### src/rtl/paper_tape_block_loader_assert.svh
// Assertion macros shared by the paper tape block loader modules.
`ifndef PAPER_TAPE_BLOCK_LOADER_ASSERT_SVH
`define PAPER_TAPE_BLOCK_LOADER_ASSERT_SVH

// Checks a condition at every clock edge outside reset.
`define PTBL_ASSERT_ALWAYS(label, cond, msg) \
	label: assert property (@(posedge clk) disable iff (!arst_n) (cond)) \
		else $error(msg);

// Checks that a consequent holds in the cycle after its antecedent.
`define PTBL_ASSERT_NEXT(label, ante, cons, msg) \
	label: assert property (@(posedge clk) disable iff (!arst_n) (ante) |=> (cons)) \
		else $error(msg);

`endif

### src/rtl/ptbl_pkg.sv
// Types and constants shared by the paper tape block loader modules.
package ptbl_pkg;

	localparam int LOADER_WORDS_DEFAULT = 65;
	localparam int QUEUE_DEPTH_DEFAULT  = 4;

	localparam logic [2:0]  NIBBLE_TAG    = 3'b100;
	localparam logic [15:0] END_ADDRESS   = 16'o177777;
	localparam logic [15:0] START_ADDRESS = 16'o077713;

	typedef enum logic [2:0] {
		PH_SKIP,
		PH_COUNT,
		PH_ADDR,
		PH_DATA,
		PH_CSUM
	} phase_t;

	typedef enum logic [1:0] {
		EV_WRITE = 2'd0,
		EV_DONE  = 2'd1,
		EV_CSUM  = 2'd2,
		EV_EOT   = 2'd3
	} event_t;

	typedef enum logic [2:0] {
		TK_ADDR,
		TK_DATA,
		TK_CSUM,
		TK_DONE,
		TK_EOT
	} tok_kind_t;

	typedef struct packed {
		tok_kind_t   kind;
		logic [15:0] value;
	} token_t;

endpackage

### src/rtl/ptbl_fifo.sv
// Small token queue between the tape parser and the event generator.
module ptbl_fifo
	import ptbl_pkg::*;
#(
	parameter int DEPTH = QUEUE_DEPTH_DEFAULT
) (
	input  logic   clk,
	input  logic   arst_n,
	input  logic   push,
	input  token_t push_tok,
	input  logic   pop,
	output token_t rd_tok,
	output logic   not_empty,
	output logic   full
);

	localparam int PTR_W = (DEPTH > 1) ? $clog2(DEPTH) : 1;
	localparam int CNT_W = $clog2(DEPTH + 1);

	token_t             mem_q [DEPTH];
	logic [PTR_W-1:0]   wr_ptr_q;
	logic [PTR_W-1:0]   rd_ptr_q;
	logic [CNT_W-1:0]   count_q;

	assign not_empty = (count_q != '0);
	assign full      = (count_q == CNT_W'(DEPTH));
	assign rd_tok    = mem_q[rd_ptr_q];

	always_ff @(posedge clk) begin
		if (push) begin
			mem_q[wr_ptr_q] <= push_tok;
		end
	end

	always_ff @(posedge clk or negedge arst_n) begin
		if (!arst_n) begin
			wr_ptr_q <= '0;
			rd_ptr_q <= '0;
			count_q  <= '0;
		end else begin
			if (push) begin
				wr_ptr_q <= (wr_ptr_q == PTR_W'(DEPTH - 1)) ? '0 : wr_ptr_q + 1'b1;
			end
			if (pop) begin
				rd_ptr_q <= (rd_ptr_q == PTR_W'(DEPTH - 1)) ? '0 : rd_ptr_q + 1'b1;
			end
			if (push && !pop) begin
				count_q <= count_q + 1'b1;
			end else if (pop && !push) begin
				count_q <= count_q - 1'b1;
			end
		end
	end

`include "paper_tape_block_loader_assert.svh"

	`PTBL_ASSERT_ALWAYS(a_no_overflow, !(push && full && !pop), "token queue overflow")
	`PTBL_ASSERT_ALWAYS(a_no_underflow, !(pop && !not_empty), "token queue underflow")

endmodule

### src/rtl/ptbl_front.sv
// Tape parser: assembles nibbles into words and tracks the block structure.
module ptbl_front
	import ptbl_pkg::*;
#(
	parameter int LOADER_WORDS = LOADER_WORDS_DEFAULT
) (
	input  logic       clk,
	input  logic       arst_n,
	input  logic       accept,
	input  logic [7:0] tape_char,
	input  logic       end_of_tape,
	output logic       push,
	output token_t     push_tok
);

	phase_t       phase_q, phase_d;
	logic [1:0]   nib_q, nib_d;
	logic [11:0]  asm_q, asm_d;
	logic [7:0]   rem_q, rem_d;
	logic         done_q, done_d;

	logic [15:0]  word;
	logic         word_done;
	logic         is_nibble;
	logic         live;

	assign word      = {asm_q, tape_char[3:0]};
	assign word_done = (phase_q == PH_COUNT) ? (nib_q == 2'd1) : (nib_q == 2'd3);
	assign is_nibble = (tape_char[6:4] == NIBBLE_TAG);
	assign live      = accept && !done_q;

	always_comb begin
		phase_d = phase_q;
		nib_d   = nib_q;
		asm_d   = asm_q;
		rem_d   = rem_q;
		done_d  = done_q;
		if (live) begin
			if (end_of_tape) begin
				done_d = 1'b1;
			end else if (is_nibble) begin
				if (!word_done) begin
					asm_d = word[11:0];
					nib_d = nib_q + 1'b1;
				end else begin
					asm_d = '0;
					nib_d = '0;
					case (phase_q)
						PH_SKIP: begin
							rem_d = rem_q - 1'b1;
							if (rem_q == 8'd1) begin
								phase_d = PH_COUNT;
							end
						end
						PH_COUNT: begin
							rem_d   = word[7:0];
							phase_d = PH_ADDR;
						end
						PH_ADDR: begin
							if (word == END_ADDRESS) begin
								done_d = 1'b1;
							end else begin
								phase_d = (rem_q == '0) ? PH_CSUM : PH_DATA;
							end
						end
						PH_DATA: begin
							rem_d = rem_q - 1'b1;
							if (rem_q == 8'd1) begin
								phase_d = PH_CSUM;
							end
						end
						PH_CSUM: begin
							phase_d = PH_COUNT;
						end
						default: begin
							phase_d = PH_COUNT;
						end
					endcase
				end
			end
		end
	end

	always_comb begin
		push           = 1'b0;
		push_tok.kind  = TK_EOT;
		push_tok.value = word;
		if (live) begin
			if (end_of_tape) begin
				push = 1'b1;
			end else if (is_nibble && word_done) begin
				case (phase_q)
					PH_ADDR: begin
						push          = 1'b1;
						push_tok.kind = (word == END_ADDRESS) ? TK_DONE : TK_ADDR;
					end
					PH_DATA: begin
						push          = 1'b1;
						push_tok.kind = TK_DATA;
					end
					PH_CSUM: begin
						push          = 1'b1;
						push_tok.kind = TK_CSUM;
					end
					default: begin
						push = 1'b0;
					end
				endcase
			end
		end
	end

	always_ff @(posedge clk or negedge arst_n) begin
		if (!arst_n) begin
			phase_q <= (LOADER_WORDS == 0) ? PH_COUNT : PH_SKIP;
			nib_q   <= '0;
			asm_q   <= '0;
			rem_q   <= 8'(LOADER_WORDS);
			done_q  <= 1'b0;
		end else begin
			phase_q <= phase_d;
			nib_q   <= nib_d;
			asm_q   <= asm_d;
			rem_q   <= rem_d;
			done_q  <= done_d;
		end
	end

`include "paper_tape_block_loader_assert.svh"

	`PTBL_ASSERT_ALWAYS(a_front_quiet_when_done, !(done_q && push), "parser pushed after load end")

endmodule

### src/rtl/ptbl_back.sv
// Event generator: masks addresses, keeps the block checksum, drives results.
module ptbl_back
	import ptbl_pkg::*;
(
	input  logic        clk,
	input  logic        arst_n,
	input  logic        tok_valid,
	input  token_t      tok,
	output logic        pop,
	input  logic        cfg_valid,
	input  logic [15:0] cfg_data,
	output logic        out_valid,
	input  logic        out_ready,
	output event_t      out_event,
	output logic [15:0] out_address,
	output logic [15:0] out_data
);

	logic [15:0] address_mask_q;
	logic [15:0] load_addr_q, load_addr_d;
	logic [15:0] csum_q, csum_d;
	logic        done_q, done_d;
	logic        out_valid_q;
	event_t      event_q;
	logic [15:0] address_q;
	logic [15:0] data_q;

	logic        emit;
	event_t      ev;
	logic [15:0] addr_o;
	logic [15:0] data_o;
	logic [16:0] sum;

	assign pop = tok_valid && (!out_valid_q || out_ready);
	assign sum = {1'b0, csum_q} + {1'b0, tok.value};

	always_comb begin
		emit        = 1'b0;
		ev          = EV_WRITE;
		addr_o      = '0;
		data_o      = '0;
		load_addr_d = load_addr_q;
		csum_d      = csum_q;
		done_d      = done_q;
		if (pop && !done_q) begin
			case (tok.kind)
				TK_ADDR: begin
					load_addr_d = tok.value;
					csum_d      = '0;
				end
				TK_DATA: begin
					emit        = 1'b1;
					addr_o      = load_addr_q & address_mask_q;
					data_o      = tok.value;
					// End-around carry folds the overflow bit back in.
					csum_d      = sum[15:0] + 16'(sum[16]);
					load_addr_d = load_addr_q + 1'b1;
				end
				TK_CSUM: begin
					if (tok.value != csum_q) begin
						emit   = 1'b1;
						ev     = EV_CSUM;
						data_o = tok.value;
						done_d = 1'b1;
					end
				end
				TK_DONE: begin
					emit   = 1'b1;
					ev     = EV_DONE;
					addr_o = START_ADDRESS & address_mask_q;
					done_d = 1'b1;
				end
				TK_EOT: begin
					emit   = 1'b1;
					ev     = EV_EOT;
					done_d = 1'b1;
				end
				default: begin
					emit = 1'b0;
				end
			endcase
		end
	end

	always_ff @(posedge clk or negedge arst_n) begin
		if (!arst_n) begin
			address_mask_q <= 16'd16383;
			load_addr_q    <= '0;
			csum_q         <= '0;
			done_q         <= 1'b0;
			out_valid_q    <= 1'b0;
		end else begin
			if (cfg_valid) begin
				address_mask_q <= cfg_data;
			end
			load_addr_q <= load_addr_d;
			csum_q      <= csum_d;
			done_q      <= done_d;
			if (emit) begin
				out_valid_q <= 1'b1;
			end else if (out_ready) begin
				out_valid_q <= 1'b0;
			end
		end
	end

	always_ff @(posedge clk) begin
		if (emit) begin
			event_q   <= ev;
			address_q <= addr_o;
			data_q    <= data_o;
		end
	end

	assign out_valid   = out_valid_q;
	assign out_event   = event_q;
	assign out_address = address_q;
	assign out_data    = data_q;

`include "paper_tape_block_loader_assert.svh"

	`PTBL_ASSERT_NEXT(a_done_sticks, done_q, done_q, "finished flag cleared without reset")
	`PTBL_ASSERT_NEXT(a_no_result_after_done, done_q && !out_valid_q, !out_valid_q,
		"result produced after load end")

endmodule

### src/rtl/paper_tape_block_loader.sv
// Top level of the paper tape block loader.
// The block takes one tape character per clock cycle while the queue has
// room. A parser assembles nibbles into words and follows the block layout,
// then hands address, data, checksum and end tokens through a queue (four
// entries by default) to an event generator that masks addresses, keeps the
// one's-complement checksum and holds each result in an output register. A
// result reaches the output through the queue and the output register; the
// input stalls only when the queue fills because results are not being taken.
// The address mask may be written only while the block is idle.
module paper_tape_block_loader
	import ptbl_pkg::*;
#(
	parameter int LOADER_WORDS = LOADER_WORDS_DEFAULT,
	parameter int QUEUE_DEPTH  = QUEUE_DEPTH_DEFAULT
) (
	input  logic        clk,
	input  logic        arst_n,
	input  logic        s_tvalid,
	output logic        s_tready,
	input  logic [7:0]  s_tdata,   // [7:0] tape_char
	input  logic        s_tlast,   // end_of_tape
	output logic        m_tvalid,
	input  logic        m_tready,
	output logic [39:0] m_tdata,   // [1:0] event_res, [17:2] address, [33:18] data, zero pad
	input  logic        cfg_valid,
	output logic        cfg_ready,
	input  logic [15:0] cfg_data
);

	logic        accept;
	logic        push;
	token_t      push_tok;
	logic        pop;
	token_t      rd_tok;
	logic        not_empty;
	logic        full;
	event_t      out_event;
	logic [15:0] out_address;
	logic [15:0] out_data;

	assign s_tready  = !full;
	assign accept    = s_tvalid && s_tready;
	assign cfg_ready = 1'b1;

	ptbl_front #(
		.LOADER_WORDS(LOADER_WORDS)
	) u_front (
		.clk        (clk),
		.arst_n     (arst_n),
		.accept     (accept),
		.tape_char  (s_tdata),
		.end_of_tape(s_tlast),
		.push       (push),
		.push_tok   (push_tok)
	);

	ptbl_fifo #(
		.DEPTH(QUEUE_DEPTH)
	) u_fifo (
		.clk      (clk),
		.arst_n   (arst_n),
		.push     (push),
		.push_tok (push_tok),
		.pop      (pop),
		.rd_tok   (rd_tok),
		.not_empty(not_empty),
		.full     (full)
	);

	ptbl_back u_back (
		.clk        (clk),
		.arst_n     (arst_n),
		.tok_valid  (not_empty),
		.tok        (rd_tok),
		.pop        (pop),
		.cfg_valid  (cfg_valid),
		.cfg_data   (cfg_data),
		.out_valid  (m_tvalid),
		.out_ready  (m_tready),
		.out_event  (out_event),
		.out_address(out_address),
		.out_data   (out_data)
	);

	assign m_tdata = {6'b0, out_data, out_address, out_event};

endmodule

### config.mk
export PLATFORM = sky130hd
export DESIGN_NAME = paper_tape_block_loader
export DESIGN_NICKNAME = d
export VERILOG_FILES = /design/src/rtl/ptbl_pkg.sv /design/src/rtl/ptbl_fifo.sv /design/src/rtl/ptbl_front.sv /design/src/rtl/ptbl_back.sv /design/src/rtl/paper_tape_block_loader.sv
export VERILOG_INCLUDE_DIRS = /design/src /design/src/rtl
export SDC_FILE = /design/constraint.sdc
export NUM_CORES = 1
export LEC_CHECK = 0
export BUFFER_PORTS_ARGS = -buffer_cell sky130_fd_sc_hd__buf_2
export CAP_MARGIN = 20
export CORE_MARGIN = 2
export CORE_UTILIZATION = 54
export DETAILED_ROUTE_END_ITERATION = 8
export GPL_TIMING_DRIVEN = 0
export PLACE_DENSITY_LB_ADDON = 0.15
export REMOVE_ABC_BUFFERS = 1
export SLEW_MARGIN = 20
export SYNTH_ARGS = -nofsm -noshare
export SYNTH_HDL_FRONTEND = slang
export SYNTH_SLANG_ARGS = --single-unit
### constraint.sdc
create_clock -name clk -period 6.1 [get_ports clk]
set_clock_uncertainty 0.2 [all_clocks]
set_input_delay 0.915 -clock clk [delete_from_list [all_inputs] [get_ports clk]]
set_output_delay 0.915 -clock clk [all_outputs]
set_load 0.03 [all_outputs]
Word-level counts from Yosys, hierarchy flattened
Memory sizes are Yosys's and may differ from the RTL's.
Index checks and enable logic that the tools add are counted.
{ "totals": {"register_bits": 117, "ramBits": 76, "output_inout_bits": 43, "mem_count": 1} }
{ "op_classes": {"addsub": 9, "eq_ne": 21, "muxes": 43, "n_bitwise": 2, "reduce_logical": 37} }
{ "memory_table": {"columns": ["memory", "words", "word_bits", "read_ports", "rd_ports_with_merged_regs", "write_ports", "line_no", "source"], "rows": [
  ["u_fifo.mem_q", 4, 19, 1, 0, 1, "ptbl_fifo.sv:20", "token_t mem_q [DEPTH];"]
]} }
{ "op_table": {"columns": ["cell", "count"], "rows": [
  ["case mux 16 bit (2 select lines)", 4],
  ["2-to-1 mux 3 bit", 9],
  ["nonzero test 2 bit", 9],
  ["adder 16 x 16 -> 17 bit", 1],
  ["2-to-1 mux 1 bit", 17],
  ["adder 16 x 1 -> 16 bit", 1],
  ["adder 16 x 1 -> 16 bit, second input constant", 1],
  ["bitwise AND 16 bit", 1],
  ["== test 16 bit, second input constant", 1],
  ["2-to-1 mux 16 bit", 1],
  ["!= test 16 bit", 1],
  ["case mux 8 bit (2 select lines)", 1],
  ["== test 3 x 2 -> 1 bit, second input constant", 4],
  ["== test 3 bit, second input constant", 4],
  ["2-to-1 mux 12 bit", 1],
  ["case mux 3 bit (4 select lines)", 1],
  ["2-to-1 mux 2 bit", 5],
  ["AND reduction 5 bit", 2],
  ["case mux 3 bit (3 select lines)", 1],
  ["== test 8 x 1 -> 1 bit, second input constant", 1],
  ["zero test 8 bit", 1],
  ["subtractor 8 x 1 -> 8 bit, second input constant", 1],
  ["logical AND 1 bit", 7],
  ["AND reduction 7 bit", 1],
  ["19 further kinds", 36]
]} }

Longest topological paths before layout
Gate-level depths: netlist of the first run.
{ "logic_depth": {"depth_word": 10, "depth_mapped": 22} }

Modules after synthesis
From an unflattened synthesis of the first run, not the netlist that was laid out.
{ "hier_totals": {"cells_unflattened": 816, "hier_area_um2": 9862.0} }
{ "by_module_without_submodules": {"columns": ["mod", "n_inst", "cells_each", "area_each_um2"], "rows": [
  ["ptbl_back", 1, 490, 4893.4],
  ["ptbl_fifo", 1, 136, 3160.5],
  ["ptbl_front", 1, 179, 1737.9],
  ["paper_tape_block_loader", 1, 11, 70.1]
]} }

Worst setup path before layout of the first run
No wires, ideal clock.
{ "synth_timing": {"path_kind": "reg-to-reg", "from": "reg u_fifo.rd_ptr_q[0]", "to": "reg u_back.csum_q[15]", "setup_ns": 0.122, "arrival_ns": 5.757, "t_required_ns": 5.778, "path_slack_ns": 0.022, "path_stages_with_launch": 23, "n_path_buf": 3, "cell_sequence": "dfrtp_1 > clkbuf_1 > buf_1 > buf_1 > mux4_2 > ha_1 > inv_1 > fa_1 > nand2b_1 > a21oi_1 > o21ai_0 > o21ai_0 > a31o_2 > a21o_1 > a21o_1 > ha_1 > nor2b_1 > nand2_1 > nor4_4 > nand4bb_4 > o22a_1 > or4_1 > a32o_1"} }
{ "synth_between": {"elab_chain_cells": 4, "elab_cells_between_ends": 8, "classes_between": "add/sub (2); eq/ne (1); mux (1); reduce/logical (3); memory (1)"} }
{ "synth_lines": {"columns": ["element", "line_no", "source"], "rows": [
  ["from (decl)", "ptbl_fifo.sv:22", "logic [PTR_W-1:0] rd_ptr_q;"],
  ["from (signal assigned)", "ptbl_fifo.sv:45", "rd_ptr_q <= (rd_ptr_q == PTR_W'(DEPTH - 1)) ? '0 : rd_ptr_q + 1'b1;"],
  ["memory (4 x 19 bit) (*)", null, null],
  ["adder 16 x 16 -> 17 bit (tied with other cells)", "ptbl_back.sv:35", "assign sum = {1'b0, csum_q} + {1'b0, tok.value};"],
  ["adder 16 x 1 -> 16 bit or nonzero test 2 bit (tied branches)", null, null],
  ["case mux 16 bit (2 select lines) or AND reduction 2 bit (tied branches)", null, null],
  ["to (signal assigned)", "ptbl_back.sv:97", "csum_q <= csum_d;"],
  ["to (decl)", "ptbl_back.sv:21", "logic [15:0] csum_q, csum_d;"]
]} }
Every way passes the cells marked *; elsewhere a longest branch is shown, timed or not.
A chain may end at the register's enable or synchronous reset.

Worst setup path after layout of the first run
{ "layout_timing": {"from": "reg u_fifo.rd_ptr_q[1]", "to": "reg u_back.csum_q[15]"} }
The elaborated chain is that of the path after synthesis.

==> impl_metrics.json, run 1 <==
{
  "postLayoutCellArea_um2": 10440,
  "status": "complete, no violations",
  "place_congestion": 0.8846,
  "ant_nets": 0,
  "cts_tree": "yes",
  "wl_um": 19610,
  "grt_max_degree": 44,
  "dieArea_um2": 18130,
  "cp.arrival_ns": 5.91,
  "fp.dieH_um": 134.7,
  "num_rows": 47,
  "reg2reg_slack_ns": 0.32,
  "die-width_um": 134.7,
  "coreArea_um2": 16640,
  "synth_seq_cells": 193,
  "cts_inserted_buffers": 17,
  "cts-htree-levels": 4,
  "critical_path_class": "flip-flop to flip-flop",
  "path_clk_slew_ns": 0.07,
  "viasPerCell": 5.873,
  "holdWs_ns": 0.2663,
  "nNetsFinal": 887,
  "grt_pass1_wl_um": 31660,
  "grt_overflow": 0,
  "power.density_nw_per_um2": 436.9,
  "syn_area_per_cell_um2": 11.99,
  "drt-initial-drc-count": 573,
  "hold_violations": 0,
  "worstPathRequired_ns": 6.22,
  "synth_cell_type_count": 58,
  "grt_pass1_vias": 6089,
  "setup_violations": 0,
  "num_io_pins": 73,
  "worst_r2r_endpoint": "u_back.csum_q[15]$_DFFE_PN0P_",
  "startpoint_type": "flip-flop",
  "finalCritPeriodShare_pct": 94.78,
  "maxSlewHeadroom_pct": 28.83,
  "root_buffer": "clkbuf_16",
  "hold_path.class": "flip-flop to flip-flop",
  "dr.pass1.iters": 6,
  "diodes": 0,
  "synth_cells": 769,
  "async_reset_ff_share_pct": 43.01,
  "rsz0062_at_grt": "no",
  "period_needed_ns": 5.782,
  "cts_hold_buf": 0,
  "hpwl_um": 13650,
  "synthFlopType": "edfxtp_1",
  "ir_drop_mv": 0.2977,
  "drv_slew": 0,
  "start_util_pct": 55.39,
  "num_vias": 6231,
  "drive_gt1_share_pct": 20.33,
  "cp-startpoint": "u_fifo.rd_ptr_q[1]$_DFFE_PN0P_",
  "ys_warn_count": 0,
  "port_buffers": 64,
  "drv_cap": 0,
  "grtUsageTotal_pct": 22.85,
  "clock_latency_ns": 0.44,
  "ys_seq_area_share_pct": 58.59,
  "fill_cells": 1288,
  "path_max_fanout": 22,
  "place_area_um2": 9749,
  "p_leak_uw": 0.004082,
  "worstMarginPinSlew_ns": 1.067,
  "wl_per_cell_um": 18.48,
  "crit_path_end": "u_back.csum_q[15]$_DFFE_PN0P_",
  "syn_to_final_growth_pct": 13.23,
  "antenna_found_initial": 0,
  "cts_sinks": 193,
  "fmax_ghz": 0.1730,
  "mappedNetlistArea_um2": 9218,
  "endpoint_kind": "flip-flop",
  "reg2regPathDepth": 20,
  "drc": 0,
  "synth_edf_count": 110,
  "r2r_start": "u_fifo.rd_ptr_q[1]$_DFFE_PN0P_",
  "cts_buffer_depth": 2,
  "ff_latch_area_um2": 5405,
  "multi_input_comb_area_um2": 3615
}
[power breakdown]
part	internal [uW]	switching (uW)
registers	1550	214
clock network	695	514
logic	662	921
total	2910	1650
[worst min path at each step]
stage                                   start                   endpoint  slack (ns)  depth (start not counted)
floorplan           u_back.done_q$_DFFE_PN0P_  u_back.done_q$_DFFE_PN0P_        0.23                          1
global placement    u_back.done_q$_DFFE_PN0P_  u_back.done_q$_DFFE_PN0P_        0.24                          1
detailed placement  u_back.done_q$_DFFE_PN0P_  u_back.done_q$_DFFE_PN0P_        0.25                          1
CTS                 u_back.done_q$_DFFE_PN0P_  u_back.done_q$_DFFE_PN0P_        0.27                          1
global route        u_back.done_q$_DFFE_PN0P_  u_back.done_q$_DFFE_PN0P_        0.28                          1
finish              u_back.done_q$_DFFE_PN0P_  u_back.done_q$_DFFE_PN0P_        0.27                          1
[layout make-up]
| cell class | count | share of cell area (%) |
|---|---|---|
| Clock inverter | 13 | 1.846 |
| Inverter | 20 | 0.7193 |
| Clock buffer | 19 | 4.447 |
| Timing Repair Buffer | 72 | 3.932 |
| Tap cell | 220 | 2.637 |
| Multi-Input combinational cell | 524 | 34.63 |
| Sequential cell | 193 | 51.79 |
[metrics by stage]
| step | cells | setup TNS, ns | power, uW | utilization (%) | worst slack [ns] |
|---|---|---|---|---|---|
| 4_1_cts | 1058 | 0 | 4559 | 62.55 | 0.02646 |
| 5_1_grt | 1061 | 0 | 4828 | 62.72 | 0.01196 |
| 2_1_floorplan | 737 | 0 | 2910 | - | 0.5280 |
| 3_3_place_gp | 1021 | -0.5759 | 3271 | 58.09 | -0.5123 |
| 6_report | 1061 | 0 | 4560 | 62.72 | 0.3183 |
| 3_5_place_dp | 1026 | -0.3088 | 3350 | 58.58 | -0.3088 |
[sequential cells by signal (all words and copies together) (netlist names)]
signal and flops:
u_front.asm_q 12, u_back.done_q 1, u_back.out_data 16, u_back.address_mask_q 16, u_fifo.wr_ptr_q 2, u_front.done_q 1, u_back.load_addr_q 16, u_back.csum_q 16
u_front.phase_q 3, u_back.out_address 16, u_front.nib_q 2, u_front.rem_q 8, u_fifo.count_q 3, u_back.out_valid 1, u_back.out_event 2, u_fifo.rd_ptr_q 2
u_fifo.mem_q 76
[cell usage in the layout (no fill, tap or decap), drive strengths merged, types with 21 or more instances in the layout]
master,count
nor3,21
edfxtp,110
inv,23
o21ai,65
nor2,62
xnor2,22
dfrtp,67
buf,72
nand3,22
a21oi,53
and2,23
nand2,55
ha,27
[synthesized netlist by cell type (7+ instances only)]
cell type	instances	area share (%)
o21ai_0	64	3.5
buf_4	7	0.57
clkbuf_1	26	1.1
xnor2_1	22	2.1
and2_1	23	1.6
nor2_1	62	2.5
nand2_1	55	2.2
xor2_1	11	1.0
a21oi_1	52	2.8
mux4_2	18	4.4
inv_1	20	0.81
a22o_1	12	1.1
nand2b_1	12	0.81
edfxtp_1	110	36
mux2_2	18	2.2
and3_1	10	0.68
nand3_1	22	1.2
dfrtp_1	67	18
dfstp_2	16	4.6
ha_1	27	3.7
nor3_1	21	1.1
a31oi_1	7	0.48
o31ai_1	7	0.57
[metal layers]
| metal | vias up | share of wire (%) | global-route usage [%] |
|---|---|---|---|
| met5 | - | 0 | 0 |
| met4 | 0 | 2.2 | 8.129 |
| met3 | 28 | 4.8 | 5.143 |
| met2 | 195 | 49 | 37.11 |
| met1 | 3065 | 44 | 30.54 |
| li1 | 2943 | - | - |
[critical path, stage by stage (launching register included)]
cell and delay [ns]:
dfrtp_2 0.72, mux4_2 0.41, ha_1 0.24, inv_1 0.08
fa_1 0.40, nand2b_1 0.18, a21oi_1 0.29, o21ai_0 0.23
o21ai_1 0.27, a31o_2 0.24, a21o_1 0.14, a21o_1 0.14
ha_1 0.15, nor2b_1 0.20, nand2_1 0.20, nor4_4 0.17
buf_4 0.18, nand4bb_4 0.16, o22a_1 0.23, or4_1 0.54
a32o_1 0.27
[cell families after synthesis]
group / synth area share, %
buf+inv: 2.606
fa+ha+maj: 4.099
mux: 6.814
flops: 58.59
other cells: 0.08147
simple gates: 13.26
xor+xnor: 3.136
compound gates: 11.42
[what timing repair did]
action | 4_1_cts | 5_1_grt
setup buffers | 0 | 3
setup endpoints to repair | 1 | 1
resized for setup | 2 | 1
pin swaps | 0 | 1
Note: power is estimated with default switching activity, not from simulation.
==> inputs of run 2 (changes only) <==
--- a/config.mk
+++ b/config.mk
@@ -9,7 +9,7 @@
 export BUFFER_PORTS_ARGS = -buffer_cell sky130_fd_sc_hd__buf_2
 export CAP_MARGIN = 20
 export CORE_MARGIN = 2
-export CORE_UTILIZATION = 54
+export CORE_UTILIZATION = 45
 export DETAILED_ROUTE_END_ITERATION = 8
 export GPL_TIMING_DRIVEN = 0
 export PLACE_DENSITY_LB_ADDON = 0.15
==> run 2 against run 1 <==
Net effect: clock-buffer cell count down 1; non-clock buffer count fell by 4; clock power is 7% lower; critical path type unchanged; register-to-register slack better by 0.05 ns; die area up 19%.
==> impl_metrics.json, run 2 (same netlist as run 1, synthesis figures left out) <==
{
  "status": "complete, no violations",
  "layout_common_cells": "edfxtp_1 (110), dfrtp_1 (65), buf_2 (63), nor2_1 (62), o21ai_0 (62)",
  "power.density_nw_per_um2": 428.4,
  "wl_per_cell_um": 18.11,
  "busiest_layer": "met2",
  "antenna_found_initial": 0,
  "num_io_pins": 73,
  "critPathTopFamily": "compound AO/OA/AOI/OAI gates",
  "r2r_start": "u_fifo.rd_ptr_q[0]$_DFFE_PN0P_",
  "drv_cap": 0,
  "diodes": 0,
  "worstPathRequired_ns": 6.22,
  "cts_hold_buf": 0,
  "final_core_util_pct": 51.65,
  "drive_gt1_share_pct": 19.83,
  "cts_inserted_buffers": 17,
  "grtUsageMet3_pct": 3.975,
  "wl_um": 20050,
  "drc": 0,
  "cts_sinks": 193,
  "syn_to_final_growth_pct": 13.02,
  "ir_drop_mv": 0.1806,
  "power_uw": 4463,
  "clock_latency_ns": 0.44,
  "grt_max_degree": 61,
  "p_sw_uw": 1637,
  "grt_pass1_vias": 6080,
  "num_vias": 6069,
  "startpoint_type": "flip-flop",
  "critical_path_class": "flip-flop to flip-flop",
  "rsz0062_at_grt": "no",
  "dr.pass1.iters": 5,
  "period_needed_ns": 5.732,
  "cp_cell_sequence": "mux4_2, ha_1, inv_1, fa_1, nand2b_1, a21oi_1, o21ai_0, o21ai_1, a31o_2, a21o_1, a21o_1, ha_1, nor2b_1, nand2_1, nor4_4, nand4bb_4, o22a_1, or4_1, a32o_1",
  "maxSlewHeadroom_pct": 28.84,
  "cts_buffer_depth": 2,
  "swShare_pct": 36.69,
  "p_int_uw": 2826,
  "regMostFlops": "u_fifo.mem_q",
  "port_buffers": 64,
  "cts_tree": "yes",
  "use_met1_pct": 25.76,
  "dieArea_um2": 21640,
  "layout_commonest_cell": "edfxtp_1",
  "setup_violations": 0,
  "root_buffer": "clkbuf_16",
  "drt-initial-drc-count": 417,
  "cp.arrival_ns": 5.85,
  "grtUsageMet2_pct": 32.73,
  "grt_overflow": 0,
  "worstMarginPinSlew_ns": 1.067,
  "crit_slowest_cell": "dfrtp_4",
  "largest_reg_flops": 76,
  "place_congestion": 0.8830,
  "crit_buf_inv": 1,
  "hold_violations": 0,
  "finalNonFillerCells": 1107,
  "num_rows": 52,
  "postCtsSetupBuffers": 0,
  "p_leak_uw": 0.004038,
  "holdWs_ns": 0.1267,
  "nNetsFinal": 883,
  "grt_pass1_wl_um": 32600,
  "path_clk_slew_ns": 0.07,
  "multi_input_comb_area_um2": 3615,
  "combPwrFrac_pct": 34.6,
  "grtUsageTotal_pct": 19.55,
  "endpoint_kind": "flip-flop",
  "hold_path.class": "input pin to async pin",
  "viasPerCell": 5.482,
  "post-place-cells": 1075,
  "ant_nets": 0,
  "hpwl_um": 14020,
  "fmax_ghz": 0.1745,
  "cp-startpoint": "u_fifo.rd_ptr_q[0]$_DFFE_PN0P_",
  "start_util_pct": 45.70,
  "p_clk_share_pct": 25.4,
  "cpPeakStageDelay_ns": 0.66,
  "fp.dieH_um": 147.1,
  "setup_tns_ns": 0,
  "fill_cells": 1733,
  "cts-htree-levels": 4,
  "die-width_um": 147.1,
  "finalCritPeriodShare_pct": 93.97,
  "seq_power_share_pct": 40.0,
  "path_max_fanout": 24,
  "drv_slew": 0,
  "coreArea_um2": 20170,
  "ff_latch_area_um2": 5405
}
run 2: power groups by stage:
stage / clock [uW] / sequential (uW) / combinational (uW)
after floorplan: 0 / 1730 / 1180
after detailed placement: 0 / 1810 / 1540
after CTS: 1150 / 1790 / 1540
after global routing: 1210 / 1820 / 1720
after global placement: 0 / 1800 / 1480
final: 1130 / 1780 / 1540
run 2: worst register-to-register path: cells and delay by family, from the launching register on:
family | cells | cell delay [ns]
AO/OA/AOI/OAI | 8 | 1.79
AND/OR/NAND/NOR | 6 | 1.63
adder cells (fa/ha/maj) | 3 | 0.80
flip-flops | 1 | 0.66
multiplexers | 1 | 0.47
buffers and inverters | 1 | 0.08
run 2: area by class of cell:
class | instances | share of cell area (%)
Clock buffer | 18 | 4.120
Clock inverter | 14 | 1.645
Inverter | 20 | 0.7206
Multi-Input combinational cell | 524 | 34.70
Sequential cell | 193 | 51.89
Tap cell | 270 | 3.243
Timing Repair Buffer | 68 | 3.687
run 2: what timing repair did:
| action | in CTS | in global routing |
|---|---|---|
| gates resized for setup | 2 | 1 |
| pin swaps | 0 | 1 |
| setup endpoints to repair | 1 | 1 |
run 2: final timing paths:
kind                                                 end  slack, ns  depth (start not counted)
min in group clk               u_back.done_q$_DFFE_PN0P_       0.26                          1
max reg2reg                u_back.csum_q[15]$_DFFE_PN0P_       0.37                         19
min reg2reg                    u_back.done_q$_DFFE_PN0P_       0.26                          1
max in group asynchronous   u_front.rem_q[0]$_DFFE_PN1P_       4.92                          2
min                         u_back.csum_q[9]$_DFFE_PN0P_       0.13                          1
max                        u_back.csum_q[15]$_DFFE_PN0P_       0.37                         19
run 2: layer usage:
metal | wire length [um] | share of wire (%)
met5 | 0 | 0
met4 | 386 | 1.9
met3 | 821 | 4.1
met2 | 9864 | 49
met1 | 8976 | 45
run 2: metrics by stage:
stage | setup slack [ns] | cell area [um^2]
floorplan | 0.5280 | 9071
global placement | -0.4386 | 9729
detailed placement | -0.1335 | 9812
CTS | 0.1594 | 10420
global route | 0.02798 | 10420
finish | 0.3679 | 10420
==> inputs of run 3 (changes only) <==
--- a/config.mk
+++ b/config.mk
@@ -9,7 +9,7 @@
 export BUFFER_PORTS_ARGS = -buffer_cell sky130_fd_sc_hd__buf_2
 export CAP_MARGIN = 20
 export CORE_MARGIN = 2
-export CORE_UTILIZATION = 45
+export CORE_UTILIZATION = 25
 export DETAILED_ROUTE_END_ITERATION = 8
 export GPL_TIMING_DRIVEN = 0
 export PLACE_DENSITY_LB_ADDON = 0.15
==> constraint.sdc (replaced) <==
create_clock -name clk -period 4.92 [get_ports clk]
set_clock_uncertainty 0.2 [all_clocks]
set_input_delay 0.738 -clock clk [delete_from_list [all_inputs] [get_ports clk]]
set_output_delay 0.738 -clock clk [all_outputs]
set_load 0.03 [all_outputs]
==> run 3 against run 2 <==
Net effect: sequential cell count unchanged; sequential power rose by 21%; register-to-register slack lost 0.24 ns; non-clock buffer count up 23; maximum frequency grew 20%; routed wire length up 13%; first-iteration DRC count shrank 35%; critical path type unchanged.
==> impl_metrics.json, run 3 (same netlist as run 1, synthesis figures left out) <==
{
  "reg2regPathDepth": 21,
  "drc": 0,
  "finalCritPeriodShare_pct": 97.37,
  "critPathTopFamily": "compound AO/OA/AOI/OAI gates",
  "root_buffer": "clkbuf_16",
  "fp.dieH_um": 196.0,
  "grtUsageTotal_pct": 12.26,
  "postLayoutCellArea_um2": 11000,
  "fmax_ghz": 0.2088,
  "cts_buffer_depth": 2,
  "fill_cells": 3717,
  "diodes": 0,
  "worstMarginPinSlew_ns": 0.9762,
  "hold_violations": 0,
  "cts_sinks": 193,
  "dr.pass1.iters": 6,
  "cp.arrival_ns": 4.91,
  "hpwl_um": 15650,
  "cts_tree": "yes",
  "layout_commonest_cell": "edfxtp_1",
  "num_vias": 6132,
  "layout_common_cells": "edfxtp_1 (110), dfrtp_1 (65), buf_2 (63), nor2_1 (62), o21ai_0 (60)",
  "r2r_start": "u_fifo.rd_ptr_q[0]$_DFFE_PN0P_",
  "worst_r2r_endpoint": "u_back.csum_q[15]$_DFFE_PN0P_",
  "finalNonFillerCells": 1328,
  "reg2reg_slack_ns": 0.13,
  "status": "complete, no violations",
  "ant_nets": 0,
  "setup_violations": 0,
  "p_leak_uw": 0.004169,
  "ir_drop_mv": 0.2731,
  "antenna_found_initial": 0,
  "grt_overflow": 0,
  "rsz0062_at_grt": "yes",
  "crit_path_end": "u_back.csum_q[15]$_DFFE_PN0P_",
  "regMostFlops": "u_fifo.mem_q",
  "place_congestion": 0.7697,
  "num_io_pins": 73,
  "period_needed_ns": 4.790,
  "drv_cap": 0,
  "cts_inserted_buffers": 17,
  "cp_cell_sequence": "buf_12, mux4_2, ha_4, inv_1, fa_2, nand2b_4, a21oi_4, o21ai_2, o21ai_2, a31o_2, a21o_1, a21o_1, ha_1, nor2b_4, nand2_2, nor4_4, buf_4, nand4bb_4, o22a_1, or4_1, a32o_1",
  "startpoint_type": "flip-flop",
  "cp-startpoint": "u_fifo.rd_ptr_q[0]$_DFFE_PN0P_",
  "drt-initial-drc-count": 269,
  "viasPerCell": 4.617,
  "crit_buf_inv": 3,
  "critical_path_class": "flip-flop to flip-flop",
  "dieArea_um2": 38420,
  "drv_slew": 0,
  "power.density_nw_per_um2": 532.8,
  "grt_max_degree": 46,
  "path_max_fanout": 16,
  "port_buffers": 64,
  "crit_slowest_cell": "or4_1",
  "wl_per_cell_um": 17.10,
  "maxSlewHeadroom_pct": 34.48,
  "start_util_pct": 25.30,
  "hold_path.class": "input pin to async pin",
  "place_area_um2": 10110,
  "wl_um": 22710,
  "post-place-cells": 1277,
  "worstPathRequired_ns": 5.04,
  "largest_reg_flops": 76,
  "cpPeakStageDelay_ns": 0.50,
  "crit_cells": 21,
  "num_rows": 70,
  "cts-htree-levels": 4,
  "clock_latency_ns": 0.43,
  "die-width_um": 196.0,
  "grt_pass1_vias": 6277,
  "coreArea_um2": 36430,
  "syn_to_final_growth_pct": 19.37,
  "drive_gt1_share_pct": 24.65,
  "nNetsFinal": 906,
  "path_clk_slew_ns": 0.08,
  "grt_pass1_wl_um": 36230,
  "endpoint_kind": "flip-flop"
}
## run 3: changes by cell type in the layout (fill, tap and decap cells not counted), moves of 2 or more
cell / delta
a21oi_1: -2
and2_1: -4
and2_2: +4
buf_12: +2
buf_4: +21
ha_1: -9
ha_2: +4
ha_4: +5
inv_6: +2
inv_8: -2
o21ai_0: -2
o21ai_2: +3
## run 3: layer usage
metal  share of wire (%)  routed length [um]  track usage [%]
met1                  47               10710            15.95
met2                  49               11060            21.22
met3                 3.0                 686            2.269
met4                 1.1                 256            2.750
met5                   0                   0                0
## run 3: area by class of cell
| class | count | area, um^2 | share of cell area [%] |
|---|---|---|---|
| Sequential cell | 193 | 5405 | 49.12 |
| Multi-Input combinational cell | 524 | 3750 | 34.08 |
| Tap cell | 468 | 585.6 | 5.322 |
| Timing Repair Buffer | 91 | 581.8 | 5.288 |
| Clock buffer | 19 | 432.9 | 3.934 |
| Clock inverter | 13 | 172.7 | 1.569 |
| Inverter | 20 | 75.07 | 0.6823 |
## run 3: timing repair
action / in CTS / in global routing
pin swaps: 6 / 3
setup buffers: 11 / 8
hold buffers: 0 / 0
setup endpoints to repair: 14 / 2
gates resized for setup: 23 / 9
## run 3: worst reg2reg max path: stages (launching register included)
cell       delay (ns)
dfrtp_2          0.43
buf_12           0.17
mux4_2           0.47
ha_4             0.17
inv_1            0.04
fa_2             0.35
nand2b_4         0.17
a21oi_4          0.15
o21ai_2          0.10
o21ai_2          0.14
a31o_2           0.18
a21o_1           0.11
a21o_1           0.14
ha_1             0.15
nor2b_4          0.16
nand2_2          0.10
nor4_4           0.14
buf_4            0.17
nand4bb_4        0.14
o22a_1           0.23
or4_1            0.50
a32o_1           0.26
## run 3: where the power goes
part	total, uW	internal, uW	switching, uW
clock	1470	814	657
sequential	2150	1930	227
combinational	2240	965	1270
total	5860	3700	2160
## run 3: worst min path at each step
| stage | end | cells past startpoint | slack, ns |
|---|---|---|---|
| 5_1_grt | u_back.csum_q[10]$_DFFE_PN0P_ | 1 | 0.04 |
| 2_1_floorplan | u_back.done_q$_DFFE_PN0P_ | 1 | 0.23 |
| 3_3_place_gp | u_back.done_q$_DFFE_PN0P_ | 1 | 0.24 |
| 4_1_cts | u_back.csum_q[10]$_DFFE_PN0P_ | 1 | 0.02 |
| 3_5_place_dp | u_back.done_q$_DFFE_PN0P_ | 1 | 0.25 |
| 6_report | u_back.csum_q[10]$_DFFE_PN0P_ | 1 | 0.02 |
## run 3: through the flow
step | setup slack (ns) | power, uW | setup TNS [ns] | utilization [%] | hold WS (ns)
6_report | 0.1296 | 5863 | 0 | 30.20 | 0.02298
5_1_grt | -0.08828 | 6277 | -0.08828 | 30.20 | 0.03767
4_1_cts | 0.02153 | 5872 | 0 | 29.89 | 0.02326
3_5_place_dp | -1.659 | 4229 | -10.63 | 27.75 | 0.2455
3_3_place_gp | -1.968 | 4197 | -69.63 | 27.38 | 0.2427
2_1_floorplan | -0.6520 | 3608 | -0.8292 | - | 0.2296
